<file path="src/rtl/core/tts_pkg.sv">
// Package for the text terminal screen engine.
// Screen geometry, command codes and the controller/datapath interface types.
// No dependencies.
package tts_pkg;

   localparam int ROWS   = 24;
   localparam int COLS   = 80;
   localparam int CELLS  = ROWS * COLS;
   localparam int ROW_W  = $clog2(ROWS);
   localparam int COL_W  = $clog2(COLS);
   localparam int ADDR_W = $clog2(CELLS);
   localparam int CNT_W  = $clog2(CELLS + 1);

   localparam logic [7:0] BLANK = 8'h20;

   localparam logic [4:0] OP_GLYPH     = 5'd0;
   localparam logic [4:0] OP_LF        = 5'd1;
   localparam logic [4:0] OP_CR        = 5'd2;
   localparam logic [4:0] OP_BS        = 5'd3;
   localparam logic [4:0] OP_TAB       = 5'd4;
   localparam logic [4:0] OP_UP        = 5'd5;
   localparam logic [4:0] OP_FWD       = 5'd6;
   localparam logic [4:0] OP_HOME      = 5'd7;
   localparam logic [4:0] OP_CLR_HOME  = 5'd8;
   localparam logic [4:0] OP_EL_END    = 5'd9;
   localparam logic [4:0] OP_ES_END    = 5'd10;
   localparam logic [4:0] OP_EL_START  = 5'd11;
   localparam logic [4:0] OP_EL_ALL    = 5'd12;
   localparam logic [4:0] OP_ES_START  = 5'd13;
   localparam logic [4:0] OP_ES_ALL    = 5'd14;
   localparam logic [4:0] OP_PLACE     = 5'd15;
   localparam logic [4:0] OP_READ      = 5'd16;
   localparam logic [4:0] OP_ACK       = 5'd17;

   typedef enum logic [1:0] {
      ACT_DONE   = 2'd0,
      ACT_SWEEP  = 2'd1,
      ACT_SCROLL = 2'd2,
      ACT_READ   = 2'd3
   } act_type;

   typedef struct packed {
      logic load;
      logic exec;
      logic sweep;
      logic scr_rd;
      logic scr_wr;
      logic read_cap;
      logic finish;
   } cmd_type;

   typedef struct packed {
      act_type act;
      logic    sweep_last;
      logic    scroll_last;
      logic    rsp_free;
   } stat_type;

endpackage

</file>
<file path="src/rtl/core/tts_ctrl.sv">
// Controller state machine of the text terminal screen engine.
// Depends on tts_pkg; drives tts_datapath through cmd_type / stat_type.
module tts_ctrl
   import tts_pkg::*;
(
   input  logic     clock,
   input  logic     reset,
   input  logic     req_valid,
   output logic     req_ready,
   input  stat_type stat,
   output cmd_type  cmd
);

   typedef enum logic [7:0] {
      ST_INIT   = 8'b0000_0001,
      ST_IDLE   = 8'b0000_0010,
      ST_EXEC   = 8'b0000_0100,
      ST_SWEEP  = 8'b0000_1000,
      ST_SCR_RD = 8'b0001_0000,
      ST_SCR_WR = 8'b0010_0000,
      ST_READ   = 8'b0100_0000,
      ST_DONE   = 8'b1000_0000
   } state_type;

   state_type state_ff, state_in;

   always_comb begin
      state_in  = state_ff;
      cmd       = '0;
      req_ready = 1'b0;
      unique case (state_ff)
         ST_INIT: begin
            cmd.sweep = 1'b1;
            if (stat.sweep_last) state_in = ST_IDLE;
         end
         ST_IDLE: begin
            req_ready = 1'b1;
            if (req_valid) begin
               cmd.load = 1'b1;
               state_in = ST_EXEC;
            end
         end
         ST_EXEC: begin
            cmd.exec = 1'b1;
            unique case (stat.act)
               ACT_DONE:   state_in = ST_DONE;
               ACT_SWEEP:  state_in = ST_SWEEP;
               ACT_SCROLL: state_in = ST_SCR_RD;
               ACT_READ:   state_in = ST_READ;
               default:    state_in = ST_DONE;
            endcase
         end
         ST_SWEEP: begin
            cmd.sweep = 1'b1;
            if (stat.sweep_last) state_in = ST_DONE;
         end
         ST_SCR_RD: begin
            cmd.scr_rd = 1'b1;
            state_in   = ST_SCR_WR;
         end
         ST_SCR_WR: begin
            cmd.scr_wr = 1'b1;
            state_in   = stat.scroll_last ? ST_SWEEP : ST_SCR_RD;
         end
         ST_READ: begin
            cmd.read_cap = 1'b1;
            state_in     = ST_DONE;
         end
         ST_DONE: begin
            if (stat.rsp_free) begin
               cmd.finish = 1'b1;
               state_in   = ST_IDLE;
            end
         end
         default: state_in = ST_INIT;
      endcase
   end

   always_ff @(posedge clock) begin
      if (reset) state_ff <= ST_INIT;
      else       state_ff <= state_in;
   end

endmodule

</file>
<file path="config.mk">
export PLATFORM = sky130hd
export DESIGN_NAME = tts_ctrl
export DESIGN_NICKNAME = d
export VERILOG_FILES = /design/src/rtl/core/tts_pkg.sv /design/src/rtl/core/tts_ctrl.sv
export SDC_FILE = /design/constraint.sdc
export NUM_CORES = 1
export LEC_CHECK = 0
export BUFFER_PORTS_ARGS = -buffer_cell sky130_fd_sc_hd__buf_4
export CORE_AREA = 2 2 39 41
export DETAILED_ROUTE_END_ITERATION = 6
export DIE_AREA = 0 0 41 43
export PLACE_DENSITY_LB_ADDON = 0.3
export SLEW_MARGIN = 30
export SYNTH_ARGS = -nofsm -noshare
export SYNTH_HDL_FRONTEND = slang
export SYNTH_SLANG_ARGS = --single-unit
export TNS_END_PERCENT = 10
</file>
<file path="constraint.sdc">
create_clock -name clock -period 1.75 [get_ports clock]
set_clock_uncertainty 0.05 [all_clocks]
set_input_delay 0.2625 -clock clock [delete_from_list [all_inputs] [get_ports clock]]
set_output_delay 0.2625 -clock clock [all_outputs]
set_load 0.05 [all_outputs]
</file>
==> results.cfg <==
[synth]
synthArstFlopShare_pct = 0
yosysSeqAreaShare_pct = 28.4
ys_ff_latch = 8
synth_enable_flop_cells = 0
synth_area_um2 = 563
synth_commonest_cells = nor2_1 (12), dfxtp_1 (8), nand2_1 (5), nor4_1 (5), inv_1 (4)
synth.most_common_cell = nor2_1
synth_nets = 80
synthCells = 72
avgSynthCellArea_um2 = 7.82
synthFlopType = dfxtp_1
yosys_warnings = 0
synth_area_leader_cell = dfxtp_1
synth_cell_type_count = 31
synth_top_area_share_pct = 28.4
netlist_top_cells_area = dfxtp_1 (28%), nor2_1 (8.0%), nor4_1 (5.6%)

[pwr]
total_power_mw = 1.00
p_leak_nw = 0.410
p_per_area_mw_per_mm2 = 1060
ir_drop_mv = 0.713

[timing]
fin_crit_ns = 1.95
worst_pin_slew_ns = 0.317
fmax_mhz = 513
finalSetupViolations = 6
fin_crit_sh_pct = 111
finalMaxSlewViolations = 0
timing.hold.ws_ns = 0.168
hold_viol = 0
slew-limit-headroom_pct = 78.8
fin_ws_ns = -0.198
rsz0062_at_grt = true

[cells_and_area]
instances_no_fill = 118
largest_register_ffs = 8
final_nets = 112
drive_gt1_share_pct = 55.9
n_antenna_cell = 0
largest_registers = state_ff (8)
register_area_um2 = 165
area_growth_pct = 67.6
multiInputGateArea_um2 = 447
fin_area_um2 = 943
n_fill_cell = 116
regMostFlops = state_ff

[critical_path]
critPathMaxFanout = 3
worstSetupEndpointType = primary output
critical_path_required_ns = 1.44
crit_arrival_ns = 1.64
r2r_start = state_ff[1]
slowest_delay_ns = 0.58
setup.worst_path.start = state_ff[1]
crit_buf_inv = 1
worstSetupPathType = reg2out
cp-start-kind = flip-flop
path_cells = or4_4, nor2_4, and4_4, buf_8
slowest_stage = or4_4
crit_family = simple AND/OR/NAND/NOR gates

[clock_tree]
htreeDepth = 1
cts_buffers = 3
cts_tree = built
ctsRootBufferMaster = clkbuf_4
clk_pin_slew_worst_paths_ns = 0.06
postCtsHoldBufs = 0
clock_sinks = 8
clock_path_buffers = 2
clock_latency_ns = 0.25

[floorplanning]
die_y_um = 43
start_util_pct = 40.7
fp.dieW_um = 41
rows = 14
dieArea_mm2 = 0.00176
coreArea_mm2 = 0.00138
num_io_pins = 16

[outcome]
violations = setup timing
outcome = finished with violations

[grt]
antenna_found_initial = 0
grt_pass1_wl_um = 2560
track_usage_pct = 21.7
grt_pass1_vias = 616
grt_max_degree = 10
gr-total-overflow = 0

[routing]
vias = 646
wl_per_cell_um = 14.0
drc_errors = 0
final_antenna_net_count = 0
drt_wl_total_um = 1660
viasPerCell = 5.47
first_iter_violations = 9
firstDrtPassIters = 4

[place]
gp_congestion = 0.783
dp_hpwl_um = 1210
placed_cell_area_um2 = 828
pre_cts_slack_ns = 0.0117
dpl.cell_count = 114
port_buffers = 15

[min_path]
hold_class = in2reg
min_from = reset

[run]
timing.max_cap.violations = 0
## final timing paths
kind	slack, ns	to	cells after the start
setup / recovery	-0.20	cmd[0]	4
hold reg to reg	0.60	state_ff[3]	3
setup reg to reg	0.04	state_ff[7]	6
hold / removal	0.17	state_ff[3]	2
## worst register-to-register path, stage by stage (launching register included)
cell     delay [ns]
dfxtp_1        0.31
or4_4          0.58
buf_4          0.17
nor4_2         0.26
a21oi_1        0.07
nor2_1         0.10
o21ba_2        0.13
## stage by stage
step | setup TNS (ns) | utilization, %
2_1_floorplan | -0.487 | -
3_3_place_gp | 0 | 59.9
3_5_place_dp | 0 | 59.9
4_1_cts | -0.876 | 63.7
5_1_grt | -0.878 | 68.2
6_report | -0.430 | 68.2
## per-layer routing
metal	up-vias	track usage [%]	share of wire (%)
li1	323	-	-
met1	302	26.8	43
met2	19	33.4	52
met3	2	1.57	3.2
met4	0	15.3	1.0
met5	-	0	0
## where the power goes
group / total (mW) / internal [mW] / switching, mW
Clock: 0.145 / 0.0788 / 0.0665
Sequential: 0.241 / 0.206 / 0.0350
Combinational: 0.614 / 0.270 / 0.344
## placed cells by master, fill, tap and decap left out, drive strengths merged, types with 2 or more instances in the layout
master	count
nor4	5
dfxtp	8
xnor2	3
a21oi	3
inv	4
xor2	3
nand4b	2
buf	32
nand3	2
clkbuf	3
nand2	5
nor2	13
and4b	2
nor3b	2
## area by class of cell
cell class | instances | area share, %
inverter | 4 | 1.59
sequential | 8 | 17.5
tap | 16 | 2.12
multi-input combinational | 55 | 47.3
clock buffer | 3 | 2.39
timing repair buffer | 32 | 29.0
## repair_timing
item,CTS,global route
pin swaps,1,6
endpoints found under the hold margin,0,0
setup buffers,1,0
endpoints found under the setup margin,6,11
gates resized for setup,7,16
## cells by family (layout without fill, tap and decap cells)
family                 count (synthesis)  in the layout  synth area share (%)
flip-flops                             8              8                  28.4
buffers and inverters                  9             39                  6.67
AO/OA/AOI/OAI                         12             12                  16.2
AND/OR/NAND/NOR                       37             37                  39.3
XOR/XNOR                               6              6                  9.34
(Power assumes the default switching activity.)
